**src/hdl/mrcle_pkg.sv**
```systemverilog
// mrcle_pkg: shared types and constants of the marked-region C literal escaper
// holds the marker token, the line break expansion and the special byte codes
// no dependencies
`default_nettype none

package mrcle_pkg;

  typedef logic [7:0] byte_t;

  // lookahead window depth and marker token length
  localparam int unsigned WinDepth = 8;
  localparam int unsigned TokenLen = 9;

  // marker token, oldest byte first
  localparam byte_t MarkerToken [TokenLen] = '{
    8'h4D, 8'h45, 8'h54, 8'h41, 8'h51, 8'h55, 8'h4F, 8'h54, 8'h45
  };

  // line break expansion: backslash n quote LF four spaces quote
  localparam logic [63:0] LineBreakLow  = 64'h2020_2020_0A22_6E5C;
  localparam byte_t       LineBreakHigh = 8'h22;

  // special byte codes
  localparam byte_t ByteCr     = 8'h0D;
  localparam byte_t ByteLf     = 8'h0A;
  localparam byte_t ByteBslash = 8'h5C;
  localparam byte_t ByteQuote  = 8'h22;

endpackage

`default_nettype wire

```
**src/hdl/marked_region_c_literal_escaper.sv**
```systemverilog
// marked_region_c_literal_escaper: top level of the escaper
// holds the window, region flag, flush control, expander and result register
// depends on mrcle_pkg
//
//   channel  direction  handshake                 payload
//   in       sink       in_valid_i / in_stall_o    data_byte_i, end_of_text_i
//   out      source     out_valid_o / out_stall_i  byte_count_o, first_eight_bytes_o,
//                                                  ninth_byte_o, final_result_o
//
// one request per cycle while streaming and the output is not stalled; when a request
// brings the ninth pending byte, the oldest position is expanded in the same cycle the
// request is taken and its result shows in the next cycle; a request with end_of_text_i
// set starts a flush of up to 1 + pending results, one per cycle from the next cycle
// on, paced by the result register; no request is taken during the flush; the result
// register is the only stage between the two sides: a new request is taken whenever
// no flush runs and the result register is empty or the output is not stalled
// reset clears the fill count, region flag, flush flag and result valid
`default_nettype none

module marked_region_c_literal_escaper
  import mrcle_pkg::*;
(
  input  wire logic        clk_i,
  input  wire logic        rst_ni,
  input  wire logic        in_valid_i,
  output logic             in_stall_o,
  input  wire logic [7:0]  data_byte_i,
  input  wire logic        end_of_text_i,
  output logic             out_valid_o,
  input  wire logic        out_stall_i,
  output logic [3:0]       byte_count_o,
  output logic [63:0]      first_eight_bytes_o,
  output logic [7:0]       ninth_byte_o,
  output logic             final_result_o
);

  // window plus one slot for the byte that completes it
  byte_t       buf_q [TokenLen];
  logic [3:0]  cnt_q;
  logic        region_q;
  logic        flushing_q;

  logic        out_valid_q;
  logic [3:0]  out_count_q;
  logic [63:0] out_low_q;
  byte_t       out_high_q;
  logic        out_final_q;

  logic        out_free;
  logic        in_acc;
  logic        emit;

  byte_t       newbuf [TokenLen];
  byte_t       xb     [TokenLen];
  logic [3:0]  x_cnt;
  logic        marker;
  logic [3:0]  x_used;
  logic [3:0]  x_count;
  logic [63:0] x_low;
  byte_t       x_high;
  logic        x_toggle;
  logic [3:0]  x_rem;
  byte_t       shifted [TokenLen];

  // handshake
  assign out_free   = !out_valid_q || !out_stall_i;
  assign in_stall_o = flushing_q || !out_free;
  assign in_acc     = in_valid_i && !in_stall_o;
  assign emit       = (flushing_q && out_free)
                   || (in_acc && !end_of_text_i && cnt_q == 4'(WinDepth));

  // window with the incoming byte appended at the fill position
  always_comb begin
    for (int i = 0; i < TokenLen; i++) begin
      newbuf[i] = (cnt_q == 4'(i)) ? data_byte_i : buf_q[i];
    end
  end

  // expander input: stored bytes while flushing, else the appended window
  always_comb begin
    for (int i = 0; i < TokenLen; i++) begin
      xb[i] = flushing_q ? buf_q[i] : newbuf[i];
    end
    x_cnt = flushing_q ? cnt_q : cnt_q + 4'd1;
  end

  // marker match over all nine positions
  always_comb begin
    marker = (x_cnt == 4'(TokenLen));
    for (int i = 0; i < TokenLen; i++) begin
      if (xb[i] != MarkerToken[i]) begin
        marker = 1'b0;
      end
    end
  end

  // expansion of the oldest position
  always_comb begin
    x_used   = 4'd1;
    x_count  = 4'd1;
    x_low    = {56'd0, xb[0]};
    x_high   = '0;
    x_toggle = 1'b0;
    if (marker) begin
      x_used   = 4'(TokenLen);
      x_low    = {56'd0, ByteQuote};
      x_toggle = 1'b1;
    end else if (region_q) begin
      if (xb[0] == ByteBslash || xb[0] == ByteQuote) begin
        x_count = 4'd2;
        x_low   = {48'd0, xb[0], ByteBslash};
      end else if (xb[0] == ByteCr || xb[0] == ByteLf) begin
        x_count = 4'd9;
        x_low   = LineBreakLow;
        x_high  = LineBreakHigh;
        // crlf pair folds into one line break
        if (xb[0] == ByteCr && x_cnt >= 4'd2 && xb[1] == ByteLf) begin
          x_used = 4'd2;
        end
      end
    end
    x_rem = x_cnt - x_used;
  end

  // drop the consumed positions from the front
  always_comb begin
    for (int i = 0; i < TokenLen; i++) begin
      shifted[i] = '0;
    end
    if (x_used == 4'd1) begin
      for (int i = 0; i < TokenLen - 1; i++) begin
        shifted[i] = xb[i + 1];
      end
    end else if (x_used == 4'd2) begin
      for (int i = 0; i < TokenLen - 2; i++) begin
        shifted[i] = xb[i + 2];
      end
    end
  end

  // window bytes, no reset needed
  always_ff @(posedge clk_i) begin
    if (flushing_q && out_free) begin
      buf_q <= shifted;
    end else if (in_acc) begin
      if (!end_of_text_i && cnt_q == 4'(WinDepth)) begin
        buf_q <= shifted;
      end else begin
        buf_q <= newbuf;
      end
    end
  end

  // fill count, region flag and flush flag
  always_ff @(posedge clk_i or negedge rst_ni) begin
    if (!rst_ni) begin
      cnt_q      <= '0;
      region_q   <= 1'b0;
      flushing_q <= 1'b0;
    end else if (flushing_q) begin
      if (out_free) begin
        if (x_rem == 4'd0) begin
          cnt_q      <= '0;
          region_q   <= 1'b0;
          flushing_q <= 1'b0;
        end else begin
          cnt_q    <= x_rem;
          region_q <= region_q ^ x_toggle;
        end
      end
    end else if (in_acc) begin
      if (end_of_text_i) begin
        cnt_q      <= cnt_q + 4'd1;
        flushing_q <= 1'b1;
      end else if (cnt_q == 4'(WinDepth)) begin
        cnt_q    <= x_rem;
        region_q <= region_q ^ x_toggle;
      end else begin
        cnt_q <= cnt_q + 4'd1;
      end
    end
  end

  // result register valid
  always_ff @(posedge clk_i or negedge rst_ni) begin
    if (!rst_ni) begin
      out_valid_q <= 1'b0;
    end else if (emit) begin
      out_valid_q <= 1'b1;
    end else if (!out_stall_i) begin
      out_valid_q <= 1'b0;
    end
  end

  // result register payload
  always_ff @(posedge clk_i) begin
    if (emit) begin
      out_count_q <= x_count;
      out_low_q   <= x_low;
      out_high_q  <= x_high;
      out_final_q <= flushing_q && (x_rem == 4'd0);
    end
  end

  assign out_valid_o         = out_valid_q;
  assign byte_count_o        = out_count_q;
  assign first_eight_bytes_o = out_low_q;
  assign ninth_byte_o        = out_high_q;
  assign final_result_o      = out_final_q;

endmodule

`default_nettype wire

```
**config.mk**
```make
export PLATFORM = sky130hd
export DESIGN_NAME = marked_region_c_literal_escaper
export DESIGN_NICKNAME = d
export VERILOG_FILES = /design/src/hdl/mrcle_pkg.sv /design/src/hdl/marked_region_c_literal_escaper.sv
export SDC_FILE = /design/constraint.sdc
export NUM_CORES = 1
export LEC_CHECK = 0
export BUFFER_PORTS_ARGS = -buffer_cell sky130_fd_sc_hd__buf_2
export CAP_MARGIN = 20
export CORE_MARGIN = 2
export CORE_UTILIZATION = 55
export CTS_BUF_LIST = sky130_fd_sc_hd__clkbuf_4 sky130_fd_sc_hd__clkbuf_8 sky130_fd_sc_hd__clkbuf_16
export DETAILED_ROUTE_END_ITERATION = 16
export PLACE_DENSITY = 0.76
export SYNTH_ARGS = -nofsm -noshare
export SYNTH_HDL_FRONTEND = slang
export SYNTH_SLANG_ARGS = --single-unit
export TNS_END_PERCENT = 1
```
**constraint.sdc**
```tcl
create_clock -name clk_i -period 11.2 [get_ports clk_i]
set_clock_uncertainty 0.1 [all_clocks]
set_input_delay 1.12 -clock clk_i [delete_from_list [all_inputs] [get_ports clk_i]]
set_output_delay 1.12 -clock clk_i [all_outputs]
set_load 0.01 [all_outputs]
```
==> summary.md <==
| Metric | Value |
|---|---|
| Total GRT Usage | 30.5% |
| Post-synthesis adder-cell area fraction | around 1.4% |
| Cell count after synthesis | 786 |
| Hold Buf Count CTS | 0 |
| Compound-gate portion of the synthesized area | around 15% |
| Synth Cell Area | around 0.0077 sq mm |
| Most numerous cell in the Yosys netlist | mux2i_1 |
| Synth top cells by count | mux2i_1 (104), edfxtp_1 (84), nand2_1 (62) |
| CP Launch Type | flop |
| Drt first-iter violations | 1048 |
| CTS buffer count | 9 |
| Final nets | 796 |
| DR vias/cell | 6.93 |
| Sink Count | slightly below 100 |
| Highest ir drop seen on vdd | 123 uV |
| Antenna-violating nets left | 0 |
| Crit Path Class | reg -> reg |
| Initial Util | 55.7% |
| Leakage power | 3.16 nW |
| Power per cell area | 207 mW/mm^2 |
| Vias in the first global route | 6206 |
| Die height | 122 microns |
| CP required | between 10 and 15 ns |
| Synth warnings | 0 |
| WL per Instance | 23.3 microns |
| Rows | 43 |
| Slew at the pin closest to its max-slew limit | 1.05 ns |
| Yosys reg bits | 99 |
| Primary FF master, synth | edfxtp_1 |
| Dominant cells by area after synthesis | edfxtp_1 (33%), mux2i_1 (14%), buf_4 (5.9%) |
| Die area | 0.0149 sq mm |
| Largest net degree at the start of global routing | 76 |
| DRC viols | 0 |
| Global placement routability congestion | between 1 and 1.5 |
| Slew margin rel. | 29.9% |
| Simple-gate share of the synthesized area | between 15 and 20% |
| Post-DP HPWL | around 15 mm |
| Post-route setup slack | 5.81 ns |
| First-pass GRT wire length | around 35 mm |
| Cell taking the most area after synthesis | edfxtp_1 |
| P&R area growth vs syn | 4.85% |
| CTS resizes | 0 |
| Final Setup Violations | 0 |
| Largest family of logic cells by synthesized area | simple AND/OR/NAND/NOR gates |
| Detailed Routing Iterations Pass 1 | 6 |
| EDFF count, synth | 84 |
| Vias | 6650 |
| Final min period | around 5.4 ns |
| GRT overflow | 0 |
| Worst EP arrival | 5.51 ns |
| Final Max Slew Viols | 0 |
| Layout cells sized above 1 | 14.7% |
| Register area share after synthesis | about 37% |
| Status | completed |
| Post-synthesis mux area share | 17.2% |
| PortBufs | 44 |
| Share of flip-flops with an asynchronous set or reset | 7.07% |
| WL final | ~22 mm |
| Post-synthesis cell type count | 63 |
| CTS tree | built |
| Antenna violations before repair | 0 |
| Crit end category | flop |
| Overall power | 1.66 mW |
| Clk_lat worst skew | 0.36 ns |
| Fin. Hold Viols | 0 |
| Post-CTS Setup Inserts | 0 |
| Clock transition at the registers of the reported paths | 0.07 ns |
| Place WS | 5.90 ns |
| Die X-Extent | 122 microns |
| Min-delay worst type | reg -> reg |
| Root Driver | clkbuf_16 |
| TNS Setup | 0 ns |
| Ports | 92 |
| Share of the synthesized area in the top cell type | 32.9% |
| CORE AREA | 0.0138 sq mm |
| Max Cap Viol | 0 |
| Antenna Cells | 0 |
| RSZ-0062 raised after global routing | false |
| Clk buf depth | 2 |
| H-tree level count | 3 |
| Crit path max fanout | 39 |
| Avg Cell Area, Syn | 9.75 sq um |
| Final Cycle Share | 48.1% |
| Synth Area in XOR/XNOR | 0.914% |
| Max Freq | 185 MHz |
layer usage:
metal | wire [microns] | global-route usage, % | up-vias
met5 | 0 | 0 | -
met4 | 869 | 14.9 | 0
met3 | 2510 | 5.01 | 78
met2 | 10100 | 47.2 | 482
met1 | 8920 | 41.5 | 3202
li1 | - | - | 2888
flip-flops by register name (all words and copies together), names as in the netlist:
signal	count
flushing_q	1
first_eight_bytes_o	17
buf_q	72
cnt_q	4
byte_count_o	2
out_valid_o	1
final_result_o	1
region_q	1
per-stage QoR:
stage               std cells  util (%)  hold slack [ns]  area, sq um
finish                    960      58.4            0.405         8040
global route              960      58.4            0.435         8040
CTS                       960      58.4            0.405         8040
detailed placement        944      55.7            0.385         7680
global placement          944      55.7            0.378         7680
floorplan                 834         -            0.355         7850
cell usage in the layout, fill, tap and decap left out, types with 7 or more instances in the layout:
cell type / n
mux2i_1: 104
edfxtp_1: 84
nand2_1: 61
conb_1: 49
buf_2: 44
o22ai_1: 41
nor3_1: 39
mux2_2: 25
a21oi_1: 23
nor2_1: 22
o32ai_1: 20
nand4_1: 18
nand3_1: 17
buf_4: 16
o21ai_0: 15
nand2b_1: 11
o21ai_1: 11
nor4_1: 10
inv_1: 9
a22o_1: 9
a22oi_1: 9
o22a_1: 9
clkbuf_16: 9
dfxtp_1: 8
nor3b_1: 7
nor4b_1: 7
ha_1: 7
dfrtp_1: 7
worst max-delay path, stage by stage (launching register included):
cell,delay (ns)
dfrtp_1,0.46
inv_1,0.15
ha_1,0.33
nor4b_4,0.87
mux2i_1,0.67
o221ai_1,0.32
nor4_4,0.27
buf_4,0.46
inv_2,0.14
ha_1,0.22
inv_1,0.09
fa_1,0.41
nor3b_1,0.32
nand3_1,0.12
mux2i_1,0.19
o31ai_1,0.10
cell families (layout without fill, tap and decap cells):
logic type,after synthesis,in the layout
compound gates,166,166
xor+xnor,8,8
fa+ha+maj,8,8
buf+inv,141,87
flops,99,99
mux,129,129
other cells,1,49
simple gates,234,234
layout make-up:
class | count | area (sq um)
Clock buffer | 9 | 225
Clock inverter | 7 | 138
Fill cell | 1175 | 5730
Inverter | 11 | 41.3
Multi-Input combinational cell | 594 | 4210
Sequential cell | 99 | 2860
Tap cell | 180 | 225
Timing Repair Buffer | 60 | 340
where the power goes:
group | internal, mW | switching, mW
Clock | 0.241 | 0.149
Combinational | 0.255 | 0.390
Sequential | 0.525 | 0.105
Total | 1.02 | 0.644
path summary, 6_finish.rpt:
path	endpoint	cells after the start	start	slack, ns
setup / recovery	region_q	15	cnt_q[0]	5.81
hold / removal	buf_q[0]	1	buf_q[0]	0.40
setup reg to reg	region_q	15	cnt_q[0]	5.81
hold reg to reg	buf_q[0]	1	buf_q[0]	0.40
max in group asynchronous	out_valid_o	1	rst_ni	10.35
min in group asynchronous	region_q	1	rst_ni	0.48
Power figures use the tool's default switching activity.
